<file path="config.mk">
export PLATFORM = sky130hd
export DESIGN_NAME = texture_slot_batch_binder
export DESIGN_NICKNAME = d
export VERILOG_FILES = /design/src/sv/tsb_pkg.sv /design/src/sv/texture_slot_batch_binder.sv /design/src/sv/tsb_slot_cell.sv
export SDC_FILE = /design/constraint.sdc
export NUM_CORES = 1
export LEC_CHECK = 0
export BUFFER_PORTS_ARGS = -buffer_cell sky130_fd_sc_hd__buf_2
export CORE_MARGIN = 4
export CORE_UTILIZATION = 45
export DETAILED_ROUTE_END_ITERATION = 8
export SETUP_SLACK_MARGIN = 0.2
export SLEW_MARGIN = 20
export SYNTH_ARGS = -nofsm -noshare
export SYNTH_HDL_FRONTEND = slang
export SYNTH_SLANG_ARGS = --single-unit
</file>
<file path="constraint.sdc">
create_clock -name clock -period 5.5 [get_ports clock]
set_input_delay 0.825 -clock clock [delete_from_list [all_inputs] [get_ports clock]]
set_output_delay 0.825 -clock clock [all_outputs]
set_load 0.03 [all_outputs]
</file>
<file path="src/sv/tsb_pkg.sv">
`default_nettype none

package tsb_pkg;

   localparam int QUAD_LIMIT = 8192;
   localparam int SLOT_COUNT = 32;

   localparam int ACTION_W = 2;
   localparam int HANDLE_W = 32;
   localparam int SLOT_W   = 5;
   localparam int USED_W   = 6;
   localparam int QUAD_W   = 14;

   typedef enum logic [ACTION_W-1:0] {
      ACT_BEGIN  = 2'd0,
      ACT_DRAW   = 2'd1,
      ACT_END    = 2'd2,
      ACT_UNUSED = 2'd3
   } action_type;

   typedef struct packed {
      logic [ACTION_W-1:0] action;
      logic [HANDLE_W-1:0] texture_handle;
   } req_item_type;

   typedef struct packed {
      logic [SLOT_W-1:0] slot_index;
      logic              flushed;
      logic [QUAD_W-1:0] flush_quads;
      logic [USED_W-1:0] flush_slots;
   } rsp_item_type;

   // match result handed from cell to cell along the row
   typedef struct packed {
      logic              found;
      logic [SLOT_W-1:0] slot;
   } chain_type;

endpackage

`default_nettype wire

</file>
<file path="src/sv/texture_slot_batch_binder.sv">
// Texture slot batch binder. An item is accepted when start is high and busy is low;
// every item gives exactly one result, on rsp_item for one cycle with rsp_strobe high,
// and the receiver cannot stall it. Busy is set in the cycle after each accepted
// item, so the block takes no new item while one is in progress: the first step
// compares the handle in all slot cells at once and registers the match, the second
// walks the match along the cell row, updates the slot and quad counts and writes a new
// handle into its cell. Slot 0 is the white texture and has no cell.
`default_nettype none

module texture_slot_batch_binder (
   input  wire logic                  clock,
   input  wire logic                  reset,
   input  wire logic                  start,
   output logic                       busy,
   input  wire tsb_pkg::req_item_type req_item,
   output logic                       rsp_strobe,
   output tsb_pkg::rsp_item_type      rsp_item
);

   localparam int NCELL = tsb_pkg::SLOT_COUNT;

   logic                           busy_ff;
   logic                           rsp_strobe_ff;
   tsb_pkg::rsp_item_type          rsp_item_ff, rsp_item_in;
   tsb_pkg::req_item_type          req_ff;
   logic [tsb_pkg::USED_W-1:0]     used_ff, used_in;
   logic [tsb_pkg::QUAD_W-1:0]     quads_ff, quads_in;

   logic                           accept;
   logic                           wr_valid;
   logic [tsb_pkg::SLOT_W-1:0]     wr_slot;
   tsb_pkg::chain_type             chain [NCELL];

   logic                           batch_full;
   logic                           found;
   logic [tsb_pkg::USED_W-1:0]     used_a, used_b;
   logic [tsb_pkg::QUAD_W-1:0]     quads_a, quads_b;

   assign accept     = start && !busy_ff;
   assign busy       = busy_ff;
   assign rsp_strobe = rsp_strobe_ff;
   assign rsp_item   = rsp_item_ff;

   assign chain[0] = '0;

   for (genvar i = 1; i < NCELL; i++) begin : g_cell
      tsb_slot_cell u_cell (
         .clock      (clock),
         .cell_index (tsb_pkg::SLOT_W'(i)),
         .slots_used (used_ff),
         .cmp_en     (accept),
         .key        (req_item.texture_handle),
         .wr_valid   (wr_valid),
         .wr_slot    (wr_slot),
         .wr_data    (req_ff.texture_handle),
         .chain_in   (chain[i-1]),
         .chain_out  (chain[i])
      );
   end

   always_comb begin
      used_in     = used_ff;
      quads_in    = quads_ff;
      rsp_item_in = '0;
      wr_valid    = 1'b0;
      batch_full  = quads_ff >= tsb_pkg::QUAD_W'(tsb_pkg::QUAD_LIMIT);
      // a full batch restarts first, which also voids any match
      used_a      = batch_full ? tsb_pkg::USED_W'(1) : used_ff;
      quads_a     = batch_full ? '0 : quads_ff;
      found       = chain[NCELL-1].found && !batch_full;
      used_b      = used_a;
      quads_b     = quads_a;
      wr_slot     = tsb_pkg::SLOT_W'(used_b);

      unique case (tsb_pkg::action_type'(req_ff.action))
         tsb_pkg::ACT_BEGIN: begin
            used_in  = tsb_pkg::USED_W'(1);
            quads_in = '0;
         end
         tsb_pkg::ACT_END: begin
            if (quads_ff != '0) begin
               rsp_item_in.flushed     = 1'b1;
               rsp_item_in.flush_quads = quads_ff;
               rsp_item_in.flush_slots = used_ff;
            end
         end
         tsb_pkg::ACT_DRAW: begin
            if (batch_full) begin
               rsp_item_in.flushed     = 1'b1;
               rsp_item_in.flush_quads = quads_ff;
               rsp_item_in.flush_slots = used_ff;
            end
            if (found) begin
               rsp_item_in.slot_index = chain[NCELL-1].slot;
            end else begin
               // table full: flush and put the handle in slot 1
               if (used_a >= tsb_pkg::USED_W'(tsb_pkg::SLOT_COUNT)) begin
                  if (quads_a != '0) begin
                     rsp_item_in.flushed     = 1'b1;
                     rsp_item_in.flush_quads = quads_a;
                     rsp_item_in.flush_slots = used_a;
                  end
                  used_b  = tsb_pkg::USED_W'(1);
                  quads_b = '0;
               end
               wr_slot                = tsb_pkg::SLOT_W'(used_b);
               wr_valid               = busy_ff;
               rsp_item_in.slot_index = wr_slot;
               used_b                 = used_b + tsb_pkg::USED_W'(1);
            end
            used_in  = used_b;
            quads_in = quads_b + tsb_pkg::QUAD_W'(1);
         end
         default: begin
         end
      endcase
   end

   always_ff @(posedge clock) begin
      if (reset) begin
         busy_ff       <= 1'b0;
         rsp_strobe_ff <= 1'b0;
         used_ff       <= tsb_pkg::USED_W'(1);
         quads_ff      <= '0;
      end else begin
         busy_ff       <= accept;
         rsp_strobe_ff <= busy_ff;
         if (busy_ff) begin
            used_ff  <= used_in;
            quads_ff <= quads_in;
         end
      end
   end

   always_ff @(posedge clock) begin
      if (accept) begin
         req_ff <= req_item;
      end
      if (busy_ff) begin
         rsp_item_ff <= rsp_item_in;
      end
   end

endmodule

`default_nettype wire

</file>
<file path="src/sv/tsb_slot_cell.sv">
`default_nettype none

module tsb_slot_cell (
   input  wire logic                       clock,
   input  wire logic [tsb_pkg::SLOT_W-1:0] cell_index,
   input  wire logic [tsb_pkg::USED_W-1:0] slots_used,
   input  wire logic                       cmp_en,
   input  wire logic [tsb_pkg::HANDLE_W-1:0] key,
   input  wire logic                       wr_valid,
   input  wire logic [tsb_pkg::SLOT_W-1:0] wr_slot,
   input  wire logic [tsb_pkg::HANDLE_W-1:0] wr_data,
   input  wire tsb_pkg::chain_type         chain_in,
   output tsb_pkg::chain_type              chain_out
);

   logic [tsb_pkg::HANDLE_W-1:0] handle_ff;
   logic                         match_ff;
   logic                         match_in;

   // only slots below the fill count hold handles of the current batch
   assign match_in = (handle_ff == key) && ({1'b0, cell_index} < slots_used);

   always_ff @(posedge clock) begin
      if (wr_valid && (wr_slot == cell_index)) begin
         handle_ff <= wr_data;
      end
      if (cmp_en) begin
         match_ff <= match_in;
      end
   end

   // handles are unique within a batch, so at most one cell matches
   always_comb begin
      chain_out.found = chain_in.found | match_ff;
      chain_out.slot  = chain_in.slot | (match_ff ? cell_index : '0);
   end

endmodule

`default_nettype wire

</file>
# Word level (Yosys, flattened, before mapping)
# Index checks and enable logic that the tools add are counted.
# W data, S select, Z words.
[word_totals]
regBits = 1105
inputBits = 37
output_inout_bits = 28
word_cells = 355
[op_classes]
addsub = 2
n_lt_le_gt_ge = 33
n_eq_ne = 64
n_mux = 53
bitwise_logic = 60
reduce_logical = 71
[op_table]
columns = ["cell", "n"]
rows = [
  ["$eq A32 B32 Y1", 31],
  ["$or A5 B5 Y5", 29],
  ["$mux W21", 5],
  ["$lt A5 B6 Y1 const A", 16],
  ["$mux W5", 19],
  ["$eq A5 B5 Y1 const B", 16],
  ["$logic_and A1 B1 Y1", 64],
  ["$mux W14", 4],
  ["$lt A4 B6 Y1 const A", 8],
  ["$pmux W21 S2", 1],
  ["$eq A5 B4 Y1 const B", 8],
  ["$mux W4", 8],
  ["$mux W6", 5],
  ["$or A1 B1 Y1", 30],
  ["$pmux W14 S2", 1],
  ["$reduce_bool A14 Y1", 2],
  ["$lt A3 B6 Y1 const A", 4],
  ["$eq A5 B3 Y1 const B", 4],
  ["$add A14 B1 Y14 const B", 1],
  ["$ge A14 B14 Y1 const B", 1],
  ["$lt A2 B6 Y1 const A", 2],
  ["$mux W3", 4],
  ["$pmux W6 S2", 1],
  ["$eq A5 B2 Y1 const B", 2],
  ["other kinds (13)", 17],
]

# Longest topological paths before layout
# Gate-level depths: netlist of run 1.
[depth]
ltp_word = 37
depth_mapped = 11
ltp_nobuf = 10

# Hierarchy
# From an unflattened synthesis of run 1, not the netlist that was laid out.
[unflattened]
hier_cells = 3524
area_unflattened_um2 = 52138.8
[modules_own_cells]
columns = ["module", "n_inst", "cells_per_inst", "area_each_um2", "seq_area_each_um2"]
rows = [
  ["tsb_slot_cell (g_cell[19].u_cell ...)", 22, 105, 1567.8, 991.0],
  ["tsb_slot_cell (g_cell[10].u_cell ...)", 9, 104, 1575.3, 991.0],
  ["texture_slot_batch_binder", 1, 278, 3470.8, 2242.2],
]

# Worst setup path before layout of run 1
# Ideal clock, no wire load.
[synth_timing]
kind = "reg2reg"
start = "register busy_ff, in the netlist busy"
end = "register g_cell[23].u_cell.handle_ff[0] (netlist name) (enable)"
setup_ns = 0.501
arrival_ns = 5.031
setup_slack_ns = -0.032
stages_incl_launch_ff = 5
cell_sequence = "dfxtp_1 > nand2_1 > nor3_1 > nand4_4 > nor4_1"
[synth_between]
elab_chain_len = 3
[synth_rtl]
columns = ["element", "line_no", "source"]
rows = [
  ["start: declaration", "texture_slot_batch_binder.sv:22", "logic busy_ff;"],
  ["start signal: assignment", "texture_slot_batch_binder.sv:126", "busy_ff <= accept;"],
  ["$mux W1", "texture_slot_batch_binder.sv:93", "if (found) begin"],
  ["$mux W1", "texture_slot_batch_binder.sv:75", "unique case (tsb_pkg::action_type'(req_ff.action))"],
  ["$logic_and A1 B1 Y1", "tsb_slot_cell.sv:24", "if (wr_valid && (wr_slot == cell_index)) begin"],
  ["end signal: assignment", "tsb_slot_cell.sv:25", "handle_ff <= wr_data;"],
  ["end: declaration", "tsb_slot_cell.sv:16", "logic [tsb_pkg::HANDLE_W-1:0] handle_ff;"],
]
# Every way passes these cells.
# A chain may end at the register's enable or synchronous reset.

# Worst setup path in the final report of run 1
[layout_timing]
start = "register g_cell[21].u_cell.match_ff"
end = "register quads_ff[12] (netlist name)"
[layout_between]
elab_chain_len = 16
[layout_rtl]
columns = ["element", "line_no", "source"]
rows = [
  ["start: declaration", "tsb_slot_cell.sv:17", "logic match_ff;"],
  ["start signal: assignment", "tsb_slot_cell.sv:28", "match_ff <= match_in;"],
  ["$or A1 B1 Y1 (11 in series)", "tsb_slot_cell.sv:34", "chain_out.found = chain_in.found | match_ff;"],
  ["$logic_and A1 B1 Y1", "texture_slot_batch_binder.sv:70", "found = chain[NCELL-1].found && !batch_full;"],
  ["$mux W14", "texture_slot_batch_binder.sv:93", ""],
  ["$mux W14", "texture_slot_batch_binder.sv:75", ""],
  ["$add A14 B1 Y14", "texture_slot_batch_binder.sv:112", "quads_in = quads_b + tsb_pkg::QUAD_W'(1);"],
  ["$pmux W14 S2", "texture_slot_batch_binder.sv:75", ""],
  ["end signal: assignment", "texture_slot_batch_binder.sv:130", "quads_ff <= quads_in;"],
  ["end: declaration", "texture_slot_batch_binder.sv:27", "logic [tsb_pkg::QUAD_W-1:0] quads_ff, quads_in;"],
]
# Every way passes these cells. The select of a mux whose other input is x is not followed.

==> results.md, run 1 <==
- Rel. slew slack: 0.252
- Die area: 108,000 um2
- Fill count: between 8,000 and 9,000
- Hold EP: req_ff[32]
- Final hold vios: 0
- Max Freq: between 0.2 and 0.3 GHz
- Routed wire per std cell: roughly 35 um
- Synth warn: 0
- Final Skew: 0.0257 ns
- DRT Pass-1 Iters: 5
- R2r setup slk: between 1.5 and 2 ns
- Gr ovfl total: 0
- RSZ-0062 raised after global routing: false
- R2R cell count: 10
- Net Switching: 4.16 mW
- Top FF cell, synth: edfxtp_1
- CTS tree: yes
- Status: complete, no violations
- Area leader, netlist: edfxtp_1
- Antenna violations before repair: 10
- Delay-heaviest family, CP: simple AND/OR/NAND/NOR gates
- Post-CTS Resized: 0
- Worst r2r src: g_cell[21].u_cell.match_ff
- Fin crit share: 0.671
- Crit Path Category: flip-flop to flip-flop
- GR Util All Layers: 0.296
- Worst-Skew Late Latency: approximately 0.71 ns
- Mapped cell area: 46,200 um2
- CP peak stage delay: ~0.68 ns
- Slowest cell on crit path: and4_1
- Core area: roughly 100,000 um2
- Peak VDD IR: around 0.0003 V
- Final min period: 3.69 ns
- Sw Share: 0.224
- Clock root buffer: clkbuf_16
- Final Core Density: 0.522
- Clock share of power: 0.435
- Number of I/O pins: 65
- Unique masters post-synth: 60
- Final setup viols: 0
- Register area share after synthesis: 0.713
- Wirelength, routed: 161 mm
- Synth top area share: 0.704
- Syn_area_per_cell: around 16 um2
- Final Slew Violations: 0
- Dpl hpwl: 98.0 mm
- CTS max path bufs: 3
- Area contributors post-synth: edfxtp_1, xor2_1, xnor2_1, nor4_1, nand4_1
- Initial Util: 0.454
- Worst Hold Path Cells: 1
- Clk sink count: 1,105
- Cell row count: ~120
- Area of the multi-input gates: 12,800 um2
- Crit end category: flip-flop
- Via-per-instance ratio: 6.00
- TritonCTS Buffers: 114
- Ys async rst share: 0
- Worst Path Max Fanout: 10
- Register area: 33,000 um2
- Vias: 27,417
- Most common cell after layout, fill and taps aside: edfxtp_1
- CTS H-tree lvls: 3
- Commonest non-fill, non-tap cells in the layout: edfxtp_1, xor2_1, xnor2_1
- Leak Pwr: between 15 and 20 nW
- Crit path DAT: ~4.3 ns
- EDFF count, synth: 1,083
- Startpoint types: flip-flop
- Die extent in y: 328 um
- Post-Syn Instances: 2,896
- Post-CTS Hold Fix Bufs: 0
- Worst Path Required: 6.09 ns
- I/O Buffers: 64
- Worst hold path type: input port to flip-flop
- Buf/Inv on CP: 0
- Syn nets: between 2,000 and 3,000
- Sequential Power Share: 0.506
- Sum Neg Setup Slack: 0 ns
- Remaining DRCs: 0
- Max Cap Violations: 0
- Vias in the first global route: ~26,000
- First-pass GRT wire length: 220 mm
- Area grow syn2layout: 15.0%
- Iteration-0 DRC Markers: around 4,200
- Final GP Congestion: 0.900
- Final nets: roughly 3,100
- Layout cells sized above 1: 0.144
- DRT antenna net count: 0
- PwrDens: roughly 350 nW/um2
- Min-delay src: req_item[32]
- Logic pwr share: 0.059
- Synth Register Bits: about 1,100
- Pin count of the biggest net entering global routing: between 40 and 50
- Int Power: 14.4 mW
- Reg-to-Reg End: quads_ff[12]
- Die Width: 328 um
- Clock slew at reported path FFs: 0.06 ns
- Postcts setup bufs: 0
- Critical-path cell list: nor4_1 > and4_1 > a31oi_4 > and2_1 > ha_1 > nand3_1 > nor4_1 > and3_1 > and4_1 > o31a_1
- Measured slew at the worst slew-check pin: 1.12 ns
-- power groups by stage --
stage          sequential (mW)  combinational, mW  clock, mW
2_1_floorplan             9.55              0.463          0
4_1_cts                   9.37               1.08       8.14
3_3_place_gp              9.55               1.06          0
6_report                  9.37               1.10       8.06
3_5_place_dp              9.55               1.07          0
5_1_grt                   9.36               1.11       8.52
-- sequential cells by signal (all words and copies together) (netlist names) --
register and flops:
quads_ff 14, req_ff 34, rsp_item 26, used_ff 6, g_cell.u_cell.handle_ff 992, busy 1, rsp_strobe 1, g_cell.u_cell.match_ff 31
-- Yosys cell counts, types with 3 or more instances --
| library cell | n |
|---|---|
| edfxtp_1 | 1083 |
| xor2_1 | 706 |
| xnor2_1 | 288 |
| nor4_1 | 212 |
| nand4_1 | 106 |
| clkbuf_1 | 72 |
| buf_1 | 62 |
| nor2_1 | 44 |
| nor3_1 | 43 |
| nand3_1 | 38 |
| nand2_1 | 29 |
| and2_1 | 23 |
| dfxtp_1 | 22 |
| buf_2 | 17 |
| a21oi_1 | 16 |
| a31oi_1 | 13 |
| nand2b_1 | 11 |
| o21ai_0 | 11 |
| inv_1 | 9 |
| o2111ai_1 | 8 |
| nor2b_1 | 6 |
| or4_1 | 6 |
| a22o_1 | 5 |
| and3_1 | 5 |
| ha_1 | 5 |
| a21o_1 | 4 |
| o211ai_1 | 4 |
| and4_1 | 3 |
| nand3b_1 | 3 |
| or3_1 | 3 |
-- worst register-to-register path, stage by stage (launching register included) --
cell and delay (ns):
edfxtp_1 0.53, nor4_1 0.63, and4_1 0.68, a31oi_4 0.25, and2_1 0.24, ha_1 0.25
nand3_1 0.19, nor4_1 0.14, and3_1 0.21, and4_1 0.20, o31a_1 0.27
-- worst max path at each step --
stage                                     from                               to  depth (start not counted)
floorplan                                 busy   g_cell[18].u_cell.handle_ff[0]                          5
global placement    g_cell[22].u_cell.match_ff  g_cell[16].u_cell.handle_ff[23]                          5
detailed placement  g_cell[21].u_cell.match_ff  g_cell[16].u_cell.handle_ff[23]                          5
CTS                 g_cell[22].u_cell.match_ff  g_cell[16].u_cell.handle_ff[26]                          5
global route        g_cell[21].u_cell.match_ff  g_cell[16].u_cell.handle_ff[26]                          6
finish              g_cell[21].u_cell.match_ff                     quads_ff[12]                         10
-- kinds of logic after synthesis --
group | after synthesis | share of synthesized area
fa+ha+maj | 5 | 0.00135
buf+inv | 163 | 0.0140
compound gates | 83 | 0.0133
xor+xnor | 994 | 0.188
simple gates | 545 | 0.0696
mux | 1 | 0.000217
flops | 1105 | 0.713
-- layout make-up --
cell class                 instances  share of cell area
timing repair buffer             241              0.0337
inverter                           9            0.000636
antenna                            2           0.0000942
sequential                      1105               0.620
clock buffer                     145              0.0574
tap                             1368              0.0322
multi-input combinational       1628               0.240
clock inverter                    69              0.0157
-- routing by layer --
layer	routed length, um	GRT usage
met3	15200	0.0453
met1	64400	0.415
met4	6290	0.101
met5	13	0
met2	75300	0.477
-- stage by stage --
step	hold WS [ns]	worst slack, ns	power [mW]	cells	cell area (um2)
finish	0.321	1.81	18.5	4567	53100
floorplan	0.475	0.660	10.0	2896	46200
CTS	0.278	1.65	18.6	4563	53100
global route	0.301	1.64	19.0	4565	53100
detailed placement	0.480	1.67	10.6	4349	49200
global placement	0.475	1.76	10.6	4347	49200
(Power assumes the default switching activity.)
==> inputs of run 2 (changes only) <==
==> constraint.sdc (replaced) <==
create_clock -name clock -period 3.42 [get_ports clock]
set_input_delay 0.513 -clock clock [delete_from_list [all_inputs] [get_ports clock]]
set_output_delay 0.513 -clock clock [all_outputs]
set_load 0.03 [all_outputs]
==> results.md, run 2 (synthesis results as in run 1) <==
- Status: complete, no violations
- RSZ-0062 raised after global routing: false
- Iteration-0 DRC Markers: 3,764 (-9.9%)
- Gr ovfl total: 0 (unchanged)
- Die Width: 328 um (unchanged)
- Worst hold path type: input port to flip-flop
- Die extent in y: 328 um (unchanged)
- Measured slew at the worst slew-check pin: 1.08 ns (-0.0419 ns)
- Final min period: 3.13 ns (-0.559 ns)
- TritonCTS Buffers: 115 (+0.88%)
- Worst Path Required: 3.82 ns (-2.27 ns)
- Final Slew Violations: 0 (unchanged)
- Total power: 29.5 mW (+59%)
- Final nets: 3,225 (+2.7%)
- Worst Setup SP: g_cell[17].u_cell.match_ff
- Commonest non-fill, non-tap cells in the layout: edfxtp_1, xor2_1, xnor2_1
- Layout cells sized above 1: 0.164 (+0.0200)
- Clk sink count: 1,105 (unchanged)
- Max Cap Violations: 0 (unchanged)
- Final worst-path setup slack: 0.286 ns (-1.52 ns)
- Remaining DRCs: 0 (unchanged)
- Clock share of power: 0.426 (-0.009)
- Crit path DAT: 3.54 ns (-0.74 ns)
- Crit end category: flip-flop
- Most common cell after layout, fill and taps aside: edfxtp_1
- Min-delay src: req_item[33]
- Crit Path Category: flip-flop to flip-flop
- R2r setup slk: 0.29 ns (-1.52 ns)
- Worst Path Max Fanout: 32 (+22)
- GR Util All Layers: 0.302 (+0.00603)
- Initial Util: 0.454 (unchanged)
- Sequential Power Share: 0.509 (+0.003)
- Final Skew: 0.0298 ns (+0.00405 ns)
- DRT antenna net count: 0 (unchanged)
- Routed wire per std cell: 35.3 um (about the same)
- Final Core Density: 0.534 (+0.0121)
- Dpl hpwl: 100 mm (+2.1%)
- Final GP Congestion: 0.933 (+3.7%)
- DRT Pass-1 Iters: 5 (unchanged)
- DP Area: 50,600 um2 (+2.8%)
- Sw Share: 0.230 (+0.00564)
- Vias: 27,748 (+1.2%)
- Int Power: 22.7 mW (+58%)
- Wirelength, routed: 164 mm (+1.8%)
- Clock slew at reported path FFs: 0.07 ns (about the same)
- Fin area: 54,400 um2 (+2.3%)
- CTS max path bufs: 3 (unchanged)
- Die area: 108,000 um2 (unchanged)
- Leak Pwr: 18.0 nW (+3.4%)
- Largest registers: g_cell.u_cell.handle_ff (992), req_ff (34), g_cell.u_cell.match_ff (31)
- Pin count of the biggest net entering global routing: 33 (-33%)
- Final setup viols: 0 (unchanged)
- Top reg by flops: g_cell.u_cell.handle_ff
- First-pass GRT wire length: 223 mm (+1.7%)
- Worst-Skew Late Latency: 0.72 ns (about the same)
- PwrDens: 543 nW/um2 (+56%)
- Antenna violations before repair: 13 (+3)
- Rel. slew slack: 0.280 (+0.0279)
- I/O Buffers: 64 (unchanged)
- Via-per-instance ratio: 5.96 (-0.66%)
- Post-Place Worst Slack: 0.323 ns (-1.35 ns)
- Area grow syn2layout: 17.6%
- Cell row count: 117 (unchanged)
- Peak VDD IR: 0.000388 V (+32%)
- Fin crit share: 0.916 (+0.245)
- Worst r2r src: g_cell[17].u_cell.match_ff
- Net Switching: 6.80 mW (+63%)
- Number of I/O pins: 65 (unchanged)
- Logic pwr share: 0.065 (+0.006)
- CTS H-tree lvls: 3 (unchanged)
- Vias in the first global route: 26,917 (+1.6%)
- Max Freq: 0.319 GHz (+18%)
- CTS tree: yes
- Post-CTS Resized: 0 (unchanged)
- Clock root buffer: clkbuf_16
- Startpoint types: flip-flop
- Number of flip-flops in the largest register: 992 (unchanged)
- Fill count: 8,185 (-2.3%)
- Final hold vios: 0 (unchanged)
- Core area: 102,000 um2 (unchanged)
[run 2: cell types whose count changed in the layout (fill, tap and decap cells not counted), moves of 6 or more]
cell,change
buf_4,+36
bufinv_16,-6
nor3_2,-10
buf_12,+50
nor3_4,+10
nor2_2,-7
nor2_4,+7
clkinv_1,+8
[run 2: through the flow]
stage / hold slack [ns] / cells / setup TNS, ns
final: 0.0425 / 4653 / 0
after global placement: 0.496 / 4432 / 0
after CTS: 0.00508 / 4649 / 0
after floorplan: 0.475 / 2896 / -71.33
after global routing: 0.0256 / 4650 / 0
after detailed placement: 0.486 / 4432 / 0
[run 2: worst paths after layout]
path / endpoint / cells after the start
worst max-delay path: g_cell[13].u_cell.handle_ff[12] / 6
worst max register to register: g_cell[13].u_cell.handle_ff[12] / 6
worst min-delay path: req_ff[33] / 1
worst min register to register: rsp_item[24] / 0
[run 2: final cells by class]
| class | count | area [um2] | share of cell area |
|---|---|---|---|
| flip-flops and latches | 1105 | 33000 | 0.606 |
| multi-input cells | 1628 | 12900 | 0.237 |
| clock buffers | 147 | 3050 | 0.0561 |
| repair buffers | 324 | 3000 | 0.0552 |
| well taps | 1368 | 1710 | 0.0315 |
| clock inverters | 69 | 741 | 0.0136 |
| inverters | 9 | 33.8 | 0.000621 |
| diodes | 3 | 7.51 | 0.000138 |
[run 2: critical path, stage by stage, from the launching register on]
cell and delay (ns):
edfxtp_1 0.40, or4_4 0.58, or4_4 0.66, nor4_4 0.23
nand3_1 0.42, nor2_4 0.30, buf_12 0.24
[run 2: per-layer routing]
metal	vias to the layer above	share of wire	GRT usage
met5	-	0.00019	0
met4	6	0.047	0.123
met3	320	0.092	0.0560
met2	1583	0.47	0.484
met1	14549	0.39	0.410
li1	11290	-	-
[run 2: timing repair]
| item | in CTS | in global routing |
|---|---|---|
| setup buffers | 0 | 1 |
| endpoints found under the setup margin | 0 | 1 |
| endpoints found under the hold margin | 1 | 0 |
| hold buffers | 1 | 0 |
[run 2: power groups by stage]
stage               clock network, mW  registers [mW]  logic (mW)
floorplan                           0            15.3       0.744
global placement                    0            15.3        1.87
detailed placement                  0            15.3        1.88
CTS                              12.7            15.0        1.89
global route                     13.4            15.0        1.94
finish                           12.6            15.0        1.92
